===== src/sv/ttf_pkg.sv =====
// Package for the triangle tangent frame block: widths, command and status
// structs shared by the controller, datapath and top level. No dependencies.
`timescale 1ns / 1ps

package ttf_pkg;

  localparam int unsigned PosW   = 32;
  localparam int unsigned TexW   = 20;
  localparam int unsigned OutW   = 16;
  localparam int unsigned MulIdxW = 4;
  localparam int unsigned NumProd = 14;

  // controller -> datapath commands
  typedef struct packed {
    logic                 hold_we;
    logic                 hold_slot;
    logic                 start;
    logic                 mul_issue;
    logic [MulIdxW-1:0]   mul_idx;
    logic                 load_vec;
    logic                 vec_sel;
    logic                 shift;
    logic                 sq_issue;
    logic [1:0]           comp;
    logic                 sqrt_init;
    logic                 sqrt_step;
    logic                 div_init;
    logic                 div_step;
    logic                 div_wr;
    logic                 out_load;
    logic                 out_degen;
  } ttf_cmd_t;

  // datapath -> controller status
  typedef struct packed {
    logic det_zero;
    logic vec_zero;
    logic need_shift;
    logic out_busy;
  } ttf_sts_t;

endpackage


===== src/sv/ttf_ctrl.sv =====
// Sequencer for the triangle tangent frame block.
// Depends on ttf_pkg; drives ttf_dp through ttf_cmd_t and reads ttf_sts_t.
`timescale 1ns / 1ps

module ttf_ctrl import ttf_pkg::*; (
  input  logic     clk_i,
  input  logic     rst_ni,
  input  logic     in_valid_i,
  output logic     in_ready_o,
  input  ttf_sts_t sts_i,
  output ttf_cmd_t cmd_o
);

  typedef enum logic [3:0] {
    StIdle, StMul, StDetChk, StLoad, StVecChk, StShift, StSq,
    StSqrtInit, StSqrt, StDivInit, StDivStep, StDivWr, StDone
  } state_e;

  state_e     state_q;
  logic [1:0] corner_q;
  logic [4:0] cnt_q;
  logic [1:0] comp_q;
  logic       vec_q;
  logic       degen_q;
  logic       accept;

  assign in_ready_o = (state_q == StIdle);
  assign accept     = in_valid_i & in_ready_o;

  // command decode
  always_comb begin
    cmd_o           = '0;
    cmd_o.hold_slot = corner_q[0];
    cmd_o.mul_idx   = cnt_q[MulIdxW-1:0];
    cmd_o.vec_sel   = vec_q;
    cmd_o.comp      = comp_q;
    cmd_o.out_degen = degen_q;
    unique case (state_q)
      StIdle: begin
        cmd_o.hold_we = accept & (corner_q < 2'd2);
        cmd_o.start   = accept & (corner_q >= 2'd2);
      end
      StMul:      cmd_o.mul_issue = (cnt_q < 5'(NumProd));
      StLoad:     cmd_o.load_vec  = 1'b1;
      StShift:    cmd_o.shift     = sts_i.need_shift;
      StSq: begin
        cmd_o.sq_issue = (cnt_q < 5'd3);
        cmd_o.comp     = cnt_q[1:0];
      end
      StSqrtInit: cmd_o.sqrt_init = 1'b1;
      StSqrt:     cmd_o.sqrt_step = 1'b1;
      StDivInit:  cmd_o.div_init  = 1'b1;
      StDivStep:  cmd_o.div_step  = 1'b1;
      StDivWr:    cmd_o.div_wr    = 1'b1;
      StDone:     cmd_o.out_load  = ~sts_i.out_busy;
      default: ;
    endcase
  end

  // state and counters
  always_ff @(posedge clk_i or negedge rst_ni) begin
    if (!rst_ni) begin
      state_q  <= StIdle;
      corner_q <= '0;
      cnt_q    <= '0;
      comp_q   <= '0;
      vec_q    <= 1'b0;
      degen_q  <= 1'b0;
    end else begin
      unique case (state_q)
        StIdle: begin
          if (accept) begin
            if (corner_q < 2'd2) begin
              corner_q <= corner_q + 2'd1;
            end else begin
              corner_q <= '0;
              cnt_q    <= '0;
              state_q  <= StMul;
            end
          end
        end
        StMul: begin
          cnt_q <= cnt_q + 5'd1;
          if (cnt_q == 5'(NumProd)) state_q <= StDetChk;
        end
        StDetChk: begin
          vec_q <= 1'b0;
          if (sts_i.det_zero) begin
            degen_q <= 1'b1;
            state_q <= StDone;
          end else begin
            state_q <= StLoad;
          end
        end
        StLoad:   state_q <= StVecChk;
        StVecChk: begin
          if (sts_i.vec_zero) begin
            degen_q <= 1'b1;
            state_q <= StDone;
          end else begin
            state_q <= StShift;
          end
        end
        StShift: begin
          if (!sts_i.need_shift) begin
            cnt_q   <= '0;
            state_q <= StSq;
          end
        end
        StSq: begin
          cnt_q <= cnt_q + 5'd1;
          if (cnt_q == 5'd3) state_q <= StSqrtInit;
        end
        StSqrtInit: begin
          cnt_q   <= '0;
          state_q <= StSqrt;
        end
        StSqrt: begin
          cnt_q <= cnt_q + 5'd1;
          if (cnt_q == 5'd31) begin
            comp_q  <= '0;
            state_q <= StDivInit;
          end
        end
        StDivInit: begin
          cnt_q   <= '0;
          state_q <= StDivStep;
        end
        StDivStep: begin
          cnt_q <= cnt_q + 5'd1;
          if (cnt_q == 5'd15) state_q <= StDivWr;
        end
        StDivWr: begin
          if (comp_q == 2'd2) begin
            if (vec_q) begin
              degen_q <= 1'b0;
              state_q <= StDone;
            end else begin
              vec_q   <= 1'b1;
              state_q <= StLoad;
            end
          end else begin
            comp_q  <= comp_q + 2'd1;
            state_q <= StDivInit;
          end
        end
        StDone: begin
          if (!sts_i.out_busy) begin
            degen_q <= 1'b0;
            state_q <= StIdle;
          end
        end
        default: state_q <= StIdle;
      endcase
    end
  end

endmodule


===== config.mk =====
export PLATFORM = sky130hd
export DESIGN_NAME = ttf_ctrl
export DESIGN_NICKNAME = d
export VERILOG_FILES = /design/src/sv/ttf_pkg.sv /design/src/sv/ttf_ctrl.sv
export SDC_FILE = /design/constraint.sdc
export NUM_CORES = 1
export LEC_CHECK = 0
export BUFFER_PORTS_ARGS = -buffer_cell sky130_fd_sc_hd__buf_4
export CAP_MARGIN = 10
export CORE_MARGIN = 8
export CORE_UTILIZATION = 39
export DETAILED_ROUTE_END_ITERATION = 16
export GPL_TIMING_DRIVEN = 0
export PLACE_DENSITY_LB_ADDON = 0.05
export SKIP_LAST_GASP = 1
export SLEW_MARGIN = 20
export SYNTH_ARGS = -nofsm -noshare
export SYNTH_HDL_FRONTEND = slang
export SYNTH_SLANG_ARGS = --single-unit

===== constraint.sdc =====
create_clock -name clk_i -period 4.3 [get_ports clk_i]
set_input_delay 0.43 -clock clk_i [delete_from_list [all_inputs] [get_ports clk_i]]
set_output_delay 0.43 -clock clk_i [all_outputs]
set_load 0.01 [all_outputs]

==> parameters.txt <==
Parameter                              Value

Worst setup path
  Path depth of the worst reg2reg path    8
  Nature of the critical path endpoint    output port
  Cell with the biggest individual delay on the critical path    dfrtp_1
  Reg-to-reg setup timing slack    approximately 2 ns
  Reg2reg start    cnt_q[1]
  Capture instance of the worst register-to-register path    state_q[3]
  Biggest fanout along the worst timing path    10
  Required arrival time at the worst endpoint    3.87 ns
  Cell breakdown of the critical path    buf_4 -> nand2b_2 -> nor2_2 -> mux2_2 -> buf_4
  Critical Setup Path Class    flop to output port
  Worst Setup Start Kind    flop
  Biggest cell delay along the critical path    roughly 0.37 ns
  Data arrival at the endpoint of the critical path    around 1.8 ns
  Crit-path most repeated cell    buf_4
  Bufs and invs on worst path    2
  Largest delay contributor family on the critical path    simple AND/OR/NAND/NOR gates

Synth
  Unique masters post-synth    47
  Register bit total from synthesis    15
  Async SR Flop Fraction    100%
  Share of synthesized area occupied by flip-flops and latches    30.1%
  Mapped cell area    1250 um2
  Number of nets in the synthesized netlist    160
  Synthesized instance count    148
  Dominant synthesized flop cell    dfrtp_1
  Number of enable-type register cells in the synthesized netlist    0
  Post-Synthesis Mean Instance Area    approximately 8.4 um2
  Warning count from the yosys run    0

Min path
  Min-delay src    in_valid_i
  Worst Hold Path Cells    4
  Path type of the worst min-delay path    primary input to flop
  End point of the most critical hold path    corner_q[1]

Flow run
  Max Cap Violations    0

Timing
  Worst slew margin relative to its limit    65.7%
  Setup violators final    0
  Unrepaired setup endpoints after global routing    false
  Final Max Slew Viols    0
  Sum Neg Setup Slack    0 ns
  Clock tree skew after final layout    slightly below 0.009 ns
  Final Hold Vio Count    0
  Min cycle time layout    2.25 ns
  Pin slew with the least headroom to its limit    0.512 ns
  Share of the cycle needed by the critical path after routing    52.3%
  Maximum operating frequency    0.445 GHz

Finish
  Number of fill cells in the layout    320
  Count of antenna diodes in the layout    0
  Leading cell type in the layout, fill and taps excluded    buf_4
  Post-layout instance count excluding filler cells    roughly 230
  Most frequent cells in the layout    38 x buf_4, 17 x nand2_1, 15 x dfrtp_1, 13 x nor2_1, 8 x a21oi_1
  Core Util, Final    50.8%
  Number of nets at the end of the flow    194
  Proportion of layout cells with a drive suffix above 1    33.1%
  Area growth from synthesis to final layout    24.1%
  Layout Cell Area excl Fill    1550 um2

Floorplanning
  Die height    ~73 um
  Starting density of the core    40.9%
  Die width    between 70 and 80 um
  Top-level I/O count    29
  Area enclosed by the die boundary    5270 um2
  Area of the core region    roughly 3100 um2
  Cell Rows    20

CTS
  TritonCTS clock tree    done
  Total of cells resized after clock tree synthesis    0
  Number of CTS-inserted buffers    3
  Max clock buf depth    2
  Level count of the clock H-tree    1
  TritonCTS sink count    15
  Clock latency on the worst-skew pair    0.29 ns
  Root Buffer    clkbuf_4
  Clk slew on worst S/H paths    0.10 ns

Placement
  IO Port Bufs    28
  Total instance count after detailed placement    220
  Gp weighted congestion    about 0.83
  Placed Instance Area    1510 um2
  DPL Wire Length    2480 um

Power
  Total power density per cell area    740 nW/um2
  IR Drop Worst-Case VDD    0.312 mV
  Static leakage    0.755 nW

Drt
  Total number of vias    1196
  Routed length per placed instance    14.2 um
  First-pass DRT Iterations    4
  1st-iter DRT viols    46
  DR vias/cell    ~5.3
  Number of routed nets with antenna violations    0
  DRC    0
  Routed Wire Length    roughly 3200 um

Run status
  Outcome    finished clean

Global route
  Vias in the first global route    1142
  Antenna violations before repair    0
  Pin count of the biggest net entering global routing    16
  Global-route total usage across every layer    between 10 and 15%
  Global-route wire length before repair    5350 um
  Global-route congestion overflow total    0
## registers in the layout, summed over array words and instances (netlist names)
signal and count:
corner_q 2, vec_q 1, cnt_q 5, state_q 4
degen_q 1, comp_q 2
## cell usage after synthesis (2+ instances only)
cell | count | area share, %
o21ai_0 | 7 | 2.8
dfrtp_1 | 15 | 30
nor2_1 | 13 | 3.9
nor2_2 | 2 | 1.0
a31oi_1 | 3 | 1.5
o22ai_1 | 2 | 1.0
buf_4 | 10 | 6.0
a21oi_1 | 8 | 3.2
inv_2 | 2 | 0.60
nand2_1 | 17 | 5.1
and3_1 | 2 | 1.0
buf_2 | 3 | 1.2
nor4_2 | 2 | 2.0
mux2_1 | 4 | 3.6
ha_1 | 5 | 5.0
nor3_1 | 5 | 2.0
a211o_1 | 2 | 1.4
o21ai_1 | 6 | 2.4
inv_1 | 5 | 1.5
nor2b_1 | 2 | 1.0
mux2_2 | 3 | 2.7
nand2b_1 | 5 | 2.5
## cells by family (layout without fill, tap and decap cells)
family | Yosys count | after routing | synth area share [%]
xor gates and xnor gates | 2 | 2 | 1.40
AOI/OAI and AO/OA | 39 | 39 | 21.3
and+or+nand+nor | 58 | 58 | 25.4
buffers and inverters | 22 | 55 | 10.5
muxes | 7 | 7 | 6.31
adders and majority gates | 5 | 5 | 5.01
DFF | 15 | 15 | 30.1
## layout make-up
cell class | count | area (um2) | share of cell area (%)
buffer | 15 | 105 | 6.78
tap | 44 | 55.1 | 3.55
multi-input combinational | 111 | 742 | 47.9
sequential | 15 | 375 | 24.2
timing repair buffer | 29 | 220 | 14.2
inverter | 7 | 26.3 | 1.69
clock buffer | 4 | 26.3 | 1.69
## power breakdown
group,internal (mW),switching [mW],leakage (nW)
sequential,0.202,0.0673,0.190
combinational,0.366,0.427,0.550
clock,0.0360,0.0478,0.0150
## tightest hold or removal path: cells and delay by family
kind / cells / cell delay (ns)
AND/OR/NAND/NOR: 3 / 0.22
buffers and inverters: 1 / 0.10
## routing by layer
layer / track usage [%] / part of all wire [%] / up-vias / wire, um
met1: 16.3 / 48 / 563 / 1530
met3: 3.98 / 7.1 / 2 / 228
li1: - / - / 590 / -
met4: 2.44 / 0.59 / 0 / 19
met5: 0 / 0 / - / 0
met2: 19.7 / 44 / 41 / 1420
## per-stage QoR
step	hold slack, ns	setup slack (ns)	power, mW
final	0.478	2.05	1.15
after global routing	0.512	1.94	1.25
after CTS	0.484	2.05	1.15
after detailed placement	0.307	2.06	1.06
after global placement	0.303	2.07	1.05
after floorplan	0.134	2.25	0.836
## worst max path at each step
stage	start	to	slack, ns	depth (start not counted)
2_1_floorplan	cnt_q[1]	state_q[3]	2.25	8
4_1_cts	cnt_q[1]	state_q[3]	2.05	8
5_1_grt	cnt_q[1]	state_q[3]	1.94	8
3_5_place_dp	cnt_q[1]	state_q[3]	2.06	8
3_3_place_gp	cnt_q[1]	state_q[3]	2.07	8
6_report	state_q[3]	cmd_o[8]	2.05	5
## repair_timing
| action | 4_1_cts | 5_1_grt |
|---|---|---|
| hold buffers | 1 | 0 |
| hold endpoints to repair | 15 | 0 |
| buffers inserted | 0 | 0 |
Note: power is estimated with default switching activity, not from simulation.
